==> src/design/pfgp_pkg.sv <==
`timescale 1ns / 1ps
// shared types and constants of the grid partition block
package pfgp_pkg;

    localparam int SIZE_W  = 16;
    localparam int PROC_W  = 16;
    localparam int DIMS    = 4;
    localparam int IDX_W   = 2;
    localparam int STEN_W  = 8;
    localparam logic [STEN_W-1:0] STEN_RESET = 8'd5;
    localparam int DIV_W   = 16;
    localparam int CNT_W   = 5;
    // trial divisor never passes 256, since 256*256 exceeds any 16-bit value
    localparam int TD_W    = 9;
    localparam int IN_W    = PROC_W + DIMS * SIZE_W;
    localparam int OUT_W   = 136;

    typedef enum logic [1:0] {
        DIV_QUOT,
        DIV_TRIAL,
        DIV_ZONE
    } div_sel_t;

    typedef enum logic [3:0] {
        ST_IDLE,
        ST_CHECK,
        ST_CMP_MUL,
        ST_CMP_SEL,
        ST_QDIV_START,
        ST_QDIV_WAIT,
        ST_TRIAL_CHECK,
        ST_TDIV_START,
        ST_TDIV_WAIT,
        ST_APPLY,
        ST_ZDIV_START,
        ST_ZDIV_WAIT,
        ST_FINISH
    } state_t;

    typedef struct packed {
        logic     load;
        logic     cmp_init;
        logic     cmp_mul;
        logic     cmp_sel;
        logic     div_start;
        div_sel_t div_sel;
        logic     q_load;
        logic     trial_upd;
        logic     apply;
        logic     zone_init;
        logic     zone_store;
        logic     out_load;
    } cmd_t;

    typedef struct packed {
        logic more;
        logic idx_last;
        logic div_done;
        logic sq_le;
        logic out_busy;
    } status_t;

endpackage

==> src/design/pfgp_div.sv <==
`timescale 1ns / 1ps
// serial restoring divider, one quotient bit per cycle
module pfgp_div (
    input  logic                        clk,
    input  logic                        rst_n,
    input  logic                        start,
    input  logic [pfgp_pkg::DIV_W-1:0]  dividend,
    input  logic [pfgp_pkg::DIV_W-1:0]  divisor,
    output logic                        busy,
    output logic                        done,
    output logic [pfgp_pkg::DIV_W-1:0]  quot,
    output logic [pfgp_pkg::DIV_W-1:0]  rem
);

    logic [pfgp_pkg::CNT_W-1:0] cnt_reg, cnt_next;
    logic                       busy_reg, busy_next;
    logic                       done_reg, done_next;
    logic [pfgp_pkg::DIV_W-1:0] q_reg, q_next;
    logic [pfgp_pkg::DIV_W:0]   r_reg, r_next;
    logic [pfgp_pkg::DIV_W-1:0] dvs_reg, dvs_next;
    logic [pfgp_pkg::DIV_W:0]   shifted;
    logic                       fit;

    assign shifted = {r_reg[pfgp_pkg::DIV_W-1:0], q_reg[pfgp_pkg::DIV_W-1]};
    assign fit     = shifted >= {1'b0, dvs_reg};

    always_comb
    begin
        cnt_next  = cnt_reg;
        busy_next = busy_reg;
        done_next = 1'b0;
        q_next    = q_reg;
        r_next    = r_reg;
        dvs_next  = dvs_reg;
        if (start)
        begin
            q_next    = dividend;
            r_next    = '0;
            dvs_next  = divisor;
            cnt_next  = '0;
            busy_next = 1'b1;
        end
        else if (busy_reg)
        begin
            r_next = fit ? (shifted - {1'b0, dvs_reg}) : shifted;
            q_next = {q_reg[pfgp_pkg::DIV_W-2:0], fit};
            cnt_next = cnt_reg + 1'b1;
            if (cnt_reg == pfgp_pkg::CNT_W'(pfgp_pkg::DIV_W - 1))
            begin
                busy_next = 1'b0;
                done_next = 1'b1;
            end
        end
    end

    always_ff @(posedge clk or negedge rst_n)
    begin
        if (!rst_n)
        begin
            busy_reg <= 1'b0;
            done_reg <= 1'b0;
            cnt_reg  <= '0;
        end
        else
        begin
            busy_reg <= busy_next;
            done_reg <= done_next;
            cnt_reg  <= cnt_next;
        end
    end

    always_ff @(posedge clk)
    begin
        q_reg   <= q_next;
        r_reg   <= r_next;
        dvs_reg <= dvs_next;
    end

    assign busy = busy_reg;
    assign done = done_reg;
    assign quot = q_reg;
    assign rem  = r_reg[pfgp_pkg::DIV_W-1:0];

endmodule

==> src/design/pfgp_datapath.sv <==
`timescale 1ns / 1ps
// datapath: operand registers, ratio compare, factor search and output register
module pfgp_datapath (
    input  logic                         clk,
    input  logic                         rst_n,
    input  pfgp_pkg::cmd_t               cmd,
    output pfgp_pkg::status_t            sts,
    input  logic                         cfg_we,
    input  logic [pfgp_pkg::STEN_W-1:0]  cfg_wdata,
    input  logic [pfgp_pkg::IN_W-1:0]    in_data,
    output logic                         m_axis_tvalid,
    input  logic                         m_axis_tready,
    output logic [pfgp_pkg::OUT_W-1:0]   m_axis_tdata
);

    logic [pfgp_pkg::STEN_W-1:0] sten_reg;
    logic [pfgp_pkg::PROC_W-1:0] procs_reg, used_reg;
    logic [pfgp_pkg::SIZE_W-1:0] size_reg  [pfgp_pkg::DIMS];
    logic [pfgp_pkg::PROC_W-1:0] parts_reg [pfgp_pkg::DIMS];
    logic [pfgp_pkg::SIZE_W-1:0] zones_reg [pfgp_pkg::DIMS];
    logic [pfgp_pkg::DIMS-1:0]   mask_reg;
    logic [pfgp_pkg::IDX_W-1:0]  idx_reg, best_reg;
    logic [pfgp_pkg::SIZE_W-1:0] best_size_reg;
    logic [pfgp_pkg::PROC_W-1:0] best_parts_reg;
    logic [pfgp_pkg::SIZE_W+pfgp_pkg::PROC_W-1:0] lhs_reg, rhs_reg;
    logic [pfgp_pkg::DIV_W-1:0]  r_reg;
    logic [pfgp_pkg::TD_W-1:0]   d_reg;
    logic                        out_valid_reg;
    logic [pfgp_pkg::OUT_W-1:0]  out_reg;

    logic [pfgp_pkg::DIV_W-1:0]  dv_a, dv_b, dv_q, dv_r;
    logic                        dv_busy, dv_done;
    logic [pfgp_pkg::SIZE_W-1:0] cur_size;
    logic [pfgp_pkg::PROC_W-1:0] cur_parts;
    logic                        take;
    logic [2*pfgp_pkg::TD_W-1:0] d_sq;
    logic                        fits;

    assign cur_size  = size_reg[idx_reg];
    assign cur_parts = parts_reg[idx_reg];
    assign d_sq      = d_reg * d_reg;

    assign take = (lhs_reg > rhs_reg) ||
                  ((lhs_reg == rhs_reg) && (cur_size > cur_parts) &&
                   (cur_parts < best_parts_reg));

    always_comb
    begin
        case (cmd.div_sel)
            pfgp_pkg::DIV_QUOT:
            begin
                dv_a = procs_reg;
                dv_b = used_reg;
            end
            pfgp_pkg::DIV_TRIAL:
            begin
                dv_a = r_reg;
                dv_b = pfgp_pkg::DIV_W'(d_reg);
            end
            pfgp_pkg::DIV_ZONE:
            begin
                dv_a = cur_size;
                dv_b = cur_parts;
            end
            default:
            begin
                dv_a = procs_reg;
                dv_b = used_reg;
            end
        endcase
    end

    pfgp_div u_div (
        .clk      (clk),
        .rst_n    (rst_n),
        .start    (cmd.div_start),
        .dividend (dv_a),
        .divisor  (dv_b),
        .busy     (dv_busy),
        .done     (dv_done),
        .quot     (dv_q),
        .rem      (dv_r)
    );

    always_ff @(posedge clk or negedge rst_n)
    begin
        if (!rst_n)
            sten_reg <= pfgp_pkg::STEN_RESET;
        else if (cfg_we)
            sten_reg <= cfg_wdata;
    end

    always_ff @(posedge clk)
    begin
        if (cmd.load)
        begin
            procs_reg <= in_data[pfgp_pkg::PROC_W-1:0];
            used_reg  <= pfgp_pkg::PROC_W'(1);
            for (int k = 0; k < pfgp_pkg::DIMS; k++)
            begin
                size_reg[k]  <= in_data[pfgp_pkg::PROC_W + k*pfgp_pkg::SIZE_W +:
                                        pfgp_pkg::SIZE_W];
                parts_reg[k] <= pfgp_pkg::PROC_W'(1);
            end
        end
        if (cmd.cmp_init)
        begin
            idx_reg        <= pfgp_pkg::IDX_W'(1);
            best_reg       <= '0;
            best_size_reg  <= size_reg[0];
            best_parts_reg <= parts_reg[0];
        end
        if (cmd.cmp_mul)
        begin
            lhs_reg <= cur_size * best_parts_reg;
            rhs_reg <= best_size_reg * cur_parts;
        end
        if (cmd.cmp_sel)
        begin
            if (take)
            begin
                best_reg       <= idx_reg;
                best_size_reg  <= cur_size;
                best_parts_reg <= cur_parts;
            end
            idx_reg <= idx_reg + 1'b1;
        end
        if (cmd.q_load)
        begin
            r_reg <= dv_q;
            d_reg <= pfgp_pkg::TD_W'(2);
        end
        if (cmd.trial_upd)
        begin
            if (dv_r == '0)
                r_reg <= dv_q;
            else
                d_reg <= d_reg + 1'b1;
        end
        if (cmd.apply)
        begin
            parts_reg[best_reg] <= pfgp_pkg::PROC_W'(best_parts_reg * r_reg);
            used_reg            <= pfgp_pkg::PROC_W'(used_reg * r_reg);
        end
        if (cmd.zone_init)
            idx_reg <= '0;
        if (cmd.zone_store)
        begin
            zones_reg[idx_reg] <= dv_q;
            mask_reg[idx_reg]  <= (dv_r != '0);
            idx_reg            <= idx_reg + 1'b1;
        end
        if (cmd.out_load)
            out_reg <= {3'b000, fits, mask_reg,
                        zones_reg[3], zones_reg[2], zones_reg[1], zones_reg[0],
                        parts_reg[3], parts_reg[2], parts_reg[1], parts_reg[0]};
    end

    always_comb
    begin
        fits = 1'b1;
        for (int k = 0; k < pfgp_pkg::DIMS; k++)
            if (zones_reg[k] < pfgp_pkg::SIZE_W'(sten_reg))
                fits = 1'b0;
    end

    always_ff @(posedge clk or negedge rst_n)
    begin
        if (!rst_n)
            out_valid_reg <= 1'b0;
        else if (cmd.out_load)
            out_valid_reg <= 1'b1;
        else if (m_axis_tready)
            out_valid_reg <= 1'b0;
    end

    assign sts.more     = used_reg < procs_reg;
    assign sts.idx_last = idx_reg == pfgp_pkg::IDX_W'(pfgp_pkg::DIMS - 1);
    assign sts.div_done = dv_done;
    assign sts.sq_le    = d_sq <= (2*pfgp_pkg::TD_W)'(r_reg);
    assign sts.out_busy = out_valid_reg && !m_axis_tready;

    assign m_axis_tvalid = out_valid_reg;
    assign m_axis_tdata  = out_reg;

    // a new result never overwrites one that has not been taken
    a_no_overwrite: assert property (@(posedge clk) disable iff (!rst_n)
        cmd.out_load |-> !(out_valid_reg && !m_axis_tready))
        else $error("result register overwritten");

    // the divider is only started when it is free
    a_div_free: assert property (@(posedge clk) disable iff (!rst_n)
        cmd.div_start |-> !dv_busy)
        else $error("divider started while busy");

    // every factor applied is a real factor
    a_factor: assert property (@(posedge clk) disable iff (!rst_n)
        cmd.apply |-> (r_reg >= pfgp_pkg::DIV_W'(2)))
        else $error("applied factor below two");

endmodule

==> src/design/pfgp_ctrl.sv <==
`timescale 1ns / 1ps
// controller state machine for the partition search
module pfgp_ctrl (
    input  logic               clk,
    input  logic               rst_n,
    input  logic               in_valid,
    output logic               in_ready,
    input  pfgp_pkg::status_t  sts,
    output pfgp_pkg::cmd_t     cmd
);

    pfgp_pkg::state_t state_reg, state_next;

    always_ff @(posedge clk or negedge rst_n)
    begin
        if (!rst_n)
            state_reg <= pfgp_pkg::ST_IDLE;
        else
            state_reg <= state_next;
    end

    always_comb
    begin
        state_next = state_reg;
        case (state_reg)
            pfgp_pkg::ST_IDLE:
                if (in_valid)
                    state_next = pfgp_pkg::ST_CHECK;
            pfgp_pkg::ST_CHECK:
                state_next = sts.more ? pfgp_pkg::ST_CMP_MUL : pfgp_pkg::ST_ZDIV_START;
            pfgp_pkg::ST_CMP_MUL:
                state_next = pfgp_pkg::ST_CMP_SEL;
            pfgp_pkg::ST_CMP_SEL:
                state_next = sts.idx_last ? pfgp_pkg::ST_QDIV_START : pfgp_pkg::ST_CMP_MUL;
            pfgp_pkg::ST_QDIV_START:
                state_next = pfgp_pkg::ST_QDIV_WAIT;
            pfgp_pkg::ST_QDIV_WAIT:
                if (sts.div_done)
                    state_next = pfgp_pkg::ST_TRIAL_CHECK;
            pfgp_pkg::ST_TRIAL_CHECK:
                state_next = sts.sq_le ? pfgp_pkg::ST_TDIV_START : pfgp_pkg::ST_APPLY;
            pfgp_pkg::ST_TDIV_START:
                state_next = pfgp_pkg::ST_TDIV_WAIT;
            pfgp_pkg::ST_TDIV_WAIT:
                if (sts.div_done)
                    state_next = pfgp_pkg::ST_TRIAL_CHECK;
            pfgp_pkg::ST_APPLY:
                state_next = pfgp_pkg::ST_CHECK;
            pfgp_pkg::ST_ZDIV_START:
                state_next = pfgp_pkg::ST_ZDIV_WAIT;
            pfgp_pkg::ST_ZDIV_WAIT:
                if (sts.div_done)
                    state_next = sts.idx_last ? pfgp_pkg::ST_FINISH : pfgp_pkg::ST_ZDIV_START;
            pfgp_pkg::ST_FINISH:
                if (!sts.out_busy)
                    state_next = pfgp_pkg::ST_IDLE;
            default:
                state_next = pfgp_pkg::ST_IDLE;
        endcase
    end

    always_comb
    begin
        cmd         = '0;
        cmd.div_sel = pfgp_pkg::DIV_QUOT;
        in_ready    = 1'b0;
        case (state_reg)
            pfgp_pkg::ST_IDLE:
            begin
                in_ready = 1'b1;
                cmd.load = in_valid;
            end
            pfgp_pkg::ST_CHECK:
            begin
                cmd.cmp_init  = sts.more;
                cmd.zone_init = !sts.more;
            end
            pfgp_pkg::ST_CMP_MUL:
                cmd.cmp_mul = 1'b1;
            pfgp_pkg::ST_CMP_SEL:
                cmd.cmp_sel = 1'b1;
            pfgp_pkg::ST_QDIV_START:
                cmd.div_start = 1'b1;
            pfgp_pkg::ST_QDIV_WAIT:
                cmd.q_load = sts.div_done;
            pfgp_pkg::ST_TRIAL_CHECK:
                cmd.div_sel = pfgp_pkg::DIV_TRIAL;
            pfgp_pkg::ST_TDIV_START:
            begin
                cmd.div_sel   = pfgp_pkg::DIV_TRIAL;
                cmd.div_start = 1'b1;
            end
            pfgp_pkg::ST_TDIV_WAIT:
            begin
                cmd.div_sel   = pfgp_pkg::DIV_TRIAL;
                cmd.trial_upd = sts.div_done;
            end
            pfgp_pkg::ST_APPLY:
                cmd.apply = 1'b1;
            pfgp_pkg::ST_ZDIV_START:
            begin
                cmd.div_sel   = pfgp_pkg::DIV_ZONE;
                cmd.div_start = 1'b1;
            end
            pfgp_pkg::ST_ZDIV_WAIT:
            begin
                cmd.div_sel    = pfgp_pkg::DIV_ZONE;
                cmd.zone_store = sts.div_done;
            end
            pfgp_pkg::ST_FINISH:
                cmd.out_load = !sts.out_busy;
            default:
                cmd = '0;
        endcase
    end

    // a transaction is only taken while no item is being worked on
    a_load_idle: assert property (@(posedge clk) disable iff (!rst_n)
        cmd.load |=> state_reg == pfgp_pkg::ST_CHECK)
        else $error("load outside idle");

    // the divider result is consumed only in a wait state
    a_done_wait: assert property (@(posedge clk) disable iff (!rst_n)
        (cmd.q_load || cmd.trial_upd || cmd.zone_store) |-> sts.div_done)
        else $error("divider result used before done");

    // a result is loaded once per item, then the block returns to idle
    a_out_then_idle: assert property (@(posedge clk) disable iff (!rst_n)
        cmd.out_load |=> state_reg == pfgp_pkg::ST_IDLE)
        else $error("result load not followed by idle");

endmodule

==> src/design/prime_factor_grid_partition.sv <==
`timescale 1ns / 1ps
// top level: splits a processor count over four grid dimensions
//
// input stream s_axis carries one request per transaction: processor count and
// four grid sizes. output stream m_axis carries one result per request: parts
// and smallest zone count per dimension, uneven mask and fits flag.
// stencil_width is to be written through cfg_we/cfg_wdata only while the block
// is idle; the block does not enforce this. one request is worked on at a time.
// each factor costs a ratio compare for each of the three dimensions after
// the first, a divide for the remaining count, then one trial step per
// candidate divisor up to the square root; the divides all go through one
// shared serial divider, and the end adds four zone divides.
// a finished result sits in an output register; the next request is taken
// while it waits, and only the final hand-over waits on a stalled receiver.
// reset clears the control state and sets stencil_width to 5.
module prime_factor_grid_partition (
    input  logic                         clk,
    input  logic                         rst_n,
    input  logic                         cfg_we,
    input  logic [pfgp_pkg::STEN_W-1:0]  cfg_wdata,
    input  logic                         s_axis_tvalid,
    output logic                         s_axis_tready,
    // proc_count, size_x, size_y, size_vx, size_vy
    input  logic [pfgp_pkg::IN_W-1:0]    s_axis_tdata,
    output logic                         m_axis_tvalid,
    input  logic                         m_axis_tready,
    // parts_x, parts_y, parts_vx, parts_vy, zones_x, zones_y, zones_vx,
    // zones_vy, uneven_mask, fits, zero fill
    output logic [pfgp_pkg::OUT_W-1:0]   m_axis_tdata
);

    pfgp_pkg::cmd_t    cmd;
    pfgp_pkg::status_t sts;

    pfgp_ctrl u_ctrl (
        .clk      (clk),
        .rst_n    (rst_n),
        .in_valid (s_axis_tvalid),
        .in_ready (s_axis_tready),
        .sts      (sts),
        .cmd      (cmd)
    );

    pfgp_datapath u_dp (
        .clk           (clk),
        .rst_n         (rst_n),
        .cmd           (cmd),
        .sts           (sts),
        .cfg_we        (cfg_we),
        .cfg_wdata     (cfg_wdata),
        .in_data       (s_axis_tdata),
        .m_axis_tvalid (m_axis_tvalid),
        .m_axis_tready (m_axis_tready),
        .m_axis_tdata  (m_axis_tdata)
    );

endmodule

==> config.mk <==
export PLATFORM = sky130hd
export DESIGN_NAME = prime_factor_grid_partition
export DESIGN_NICKNAME = d
export VERILOG_FILES = /design/src/design/pfgp_pkg.sv /design/src/design/pfgp_div.sv /design/src/design/pfgp_datapath.sv /design/src/design/pfgp_ctrl.sv /design/src/design/prime_factor_grid_partition.sv
export SDC_FILE = /design/constraint.sdc
export NUM_CORES = 2
export LEC_CHECK = 0
export ABC_AREA = 1
export BUFFER_PORTS_ARGS = -buffer_cell sky130_fd_sc_hd__buf_2
export CORE_MARGIN = 2
export CORE_UTILIZATION = 64
export CTS_CLUSTER_DIAMETER = 80
export DETAILED_ROUTE_END_ITERATION = 6
export GPL_TIMING_DRIVEN = 0
export PLACE_DENSITY = 0.81
export SETUP_SLACK_MARGIN = 0.2
export SLEW_MARGIN = 20
export SYNTH_ARGS = -nofsm -noshare
export SYNTH_HDL_FRONTEND = slang
export SYNTH_SLANG_ARGS = --single-unit
==> constraint.sdc <==
create_clock -name clk -period 7.98 [get_ports clk]
set_input_delay 0.399 -clock clk [delete_from_list [all_inputs] [get_ports clk]]
set_output_delay 0.399 -clock clk [all_outputs]
set_load 0.005 [all_outputs]
==> reports/results.txt <==
Post-synthesis async set-or-reset flop share: 0.0360
CTS tree: done
Die H: 288 µm
Mapped Avg Cell Area: 8.84 µm²
Post-Syn Instances: 5846
Area grow syn2layout: 10.9%
Clk slew on worst S/H paths: 0.07 ns
Relative slew slack: 0.295
Final wirelength: 160000 µm
Top FF cell, synth: edfxtp_1
Initial antenna violation count: 8
CP bufs+invs: 6
Sequential cell area: 0.0158 mm²
Placer Congestion: 1.04
Crit path capture type: flip-flop
RSZ-0062 raised after global routing: false
Largest family of logic cells by synthesized area: adder cells
Vias in the first global route: 42.9k
Row Count: 104
Startpoint types: flip-flop
Via/cell ratio: 5.80
H-tree levels: 2
Die area: 0.0830 mm²
Layout cells sized above 1: 0.0773
Area of the multi-input gates: 0.0301 mm²
Nets: 7402
Mux cell area share after synthesis: 0
Vias: 42.7k
Final slew viol count: 0
Top-count cell post-synth: nand2_1
Setup bufs post-CTS: 0
Root buffer selected by CTS: clkbuf_16
1st-iter DRT viols: 4530
Post-DRT Antenna Nets: 0
Most frequent CP cell: nand2_1
Drt first pass iters: 7
Number of synthesized flops with an enable pin: 459
PortBufs: 227
Netlist Area Pre-Place: 0.0517 mm²
Die X: 288 µm
Arr. time, crit path: 8.09 ns
Max incr delay on CP: 0.62 ns
Failing checks: DRC
Top cell type's share of synthesized area: 0.267
Avg WL per Cell: 21.8 µm
Cells on worst reg2reg path: 26
Compound-Gate Fraction of Synth Area: 0.0524
Worst Tran Pin Value: 1.06 ns
CTS sink cnt: 556
Number of flip-flops in the largest register: 69
Adder-cell share of the synthesized area: 0.344
Hold EP: u_dp.sten_reg[0]
Worst R2R End: u_dp.lhs_reg[26]
Total of max-cap violations: 0
Period utilization: 0.956
Clock Path Buffers: 3
Worst hold margin: 0.0382 ns
DRC Markers: 23
GRT overflow: 0
Fillers: 5956
I/O Pins: 231
Largest net degree at the start of global routing: 32
Max frequency: 0.131 GHz
Run status: finished with violations
Worst hold path depth: 2
Clock Skew: 0.0437 ns
Register-to-Register Setup Slack: 0.35 ns
CTS buffer count: 59
Yosys Warn Count: 0
Simple-gate share of the synthesized area: 0.164
Core area: 0.0803 mm²
Synth unique cells: 57
Top cells by count, synth: 1327 x nand2_1, 1289 x inv_1, 583 x fa_1, 489 x ha_1, 462 x nor2_1
Critical Path RT: 8.44 ns
Yosys reg bits: 556
Worst-Skew Late Latency: 0.65 ns
Leading area contributor after synthesis: edfxtp_1
Crit path time final: 7.63 ns
Hold crit path type: in -> reg
Detailed Place HPWL: 124000 µm
Final setup violation count: 0
First-pass GRT wire length: 244000 µm
Initial Utilization: 0.644
Critical path's slowest cell: fa_1
Crit path max fanout: 10
Crit Path Class: reg -> reg
Seq/Total Area, Yosys: 0.306
Synth area leaders: edfxtp_1 27%, fa_1 23%, ha_1 12%
Hold Vio Cnt, Final: 0
Worst Hold Launch: cfg_we
Synth Area in XOR/XNOR: 0.0205
CP top delay family: adder cells
Overall routing resource usage: 0.392
## kinds of logic after synthesis
kind of cell,after synthesis
fa+ha+maj,1072
other cells,1
simple gates,2108
xor+xnor,121
flops,556
buf+inv,1518
compound gates,470
## final cells by class
type / instances / area share
diodes: 5 / 0.000218
inverters: 1321 / 0.0866
well taps: 1060 / 0.0231
flip-flops and latches: 556 / 0.276
repair buffers: 328 / 0.0396
multi-input cells: 3774 / 0.525
plain buffers: 197 / 0.0158
clock buffers: 75 / 0.0277
clock inverters: 37 / 0.00574
## stage by stage
stage          setup TNS [ns]  utilization  worst slack, ns  std cells  area (µm²)
5_1_grt                     0        0.714            0.199       7350       57300
3_5_place_dp                0        0.678            0.237       7147       54400
3_3_place_gp          -277.47        0.675            -1.85       7135       54200
4_1_cts                     0        0.713            0.225       7348       57200
2_1_floorplan               0            -             1.01       5848       51700
6_report                    0        0.714            0.349       7353       57300
## cells in the final DEF (no fill, tap or decap), types with 8 or more instances in the layout
cell type / n
a211oi_1: 10
a21o_1: 15
a21oi_1: 187
a31oi_1: 13
buf_1: 18
buf_12: 8
buf_2: 276
buf_4: 10
clkbuf_1: 111
clkbuf_16: 60
clkbuf_2: 13
clkinv_1: 12
clkinv_2: 18
dfrtp_1: 18
dfxtp_1: 77
dlygate4sd3_1: 89
edfxtp_1: 459
fa_1: 583
ha_1: 489
inv_1: 1286
inv_2: 26
nand2_1: 1313
nand2_2: 14
nand3_1: 205
nand3b_1: 9
nand4_1: 37
nor2_1: 454
nor2_2: 9
nor3_1: 25
nor4_1: 17
o211ai_1: 11
o21a_1: 12
o21ai_0: 89
o21ai_1: 69
o21bai_1: 15
o221ai_1: 25
xnor2_1: 46
xor2_1: 75
## worst register-to-register path: cells and delay by family, from the launching register on
family        cells  cell delay [ns]
fa+ha+maj         7             3.52
flops             1             0.35
buf+inv           6             1.31
simple gates     12             2.04
xor+xnor          1             0.23
## how the worst max path moves through the flow
stage / from / to / slack (ns) / cells past startpoint
3_5_place_dp: flip-flop / u_dp.lhs_reg[26] / 0.24 / 29
2_1_floorplan: u_ctrl.state_reg[1] / m_axis_tdata[0] / 1.01 / 5
6_report: flip-flop / u_dp.lhs_reg[26] / 0.35 / 26
5_1_grt: flip-flop / u_dp.rhs_reg[25] / 0.20 / 27
3_3_place_gp: u_ctrl.state_reg[1] / m_axis_tdata[50] / -1.85 / 5
4_1_cts: flip-flop / u_dp.lhs_reg[26] / 0.23 / 29
## timing repair
item	CTS	global route
hold endpoints to repair	106	0
setup endpoints to repair	0	29
hold buffers	89	0
resized for setup	0	47
## routing by layer
metal / global-route usage / share of wire
met5: 0 / 0.00024
met4: 0.243 / 0.077
met3: 0.0904 / 0.11
met1: 0.507 / 0.37
met2: 0.604 / 0.44
Power is not shown: default switching activity piles up to over one toggle a cycle in this logic, so the estimate is an artifact.
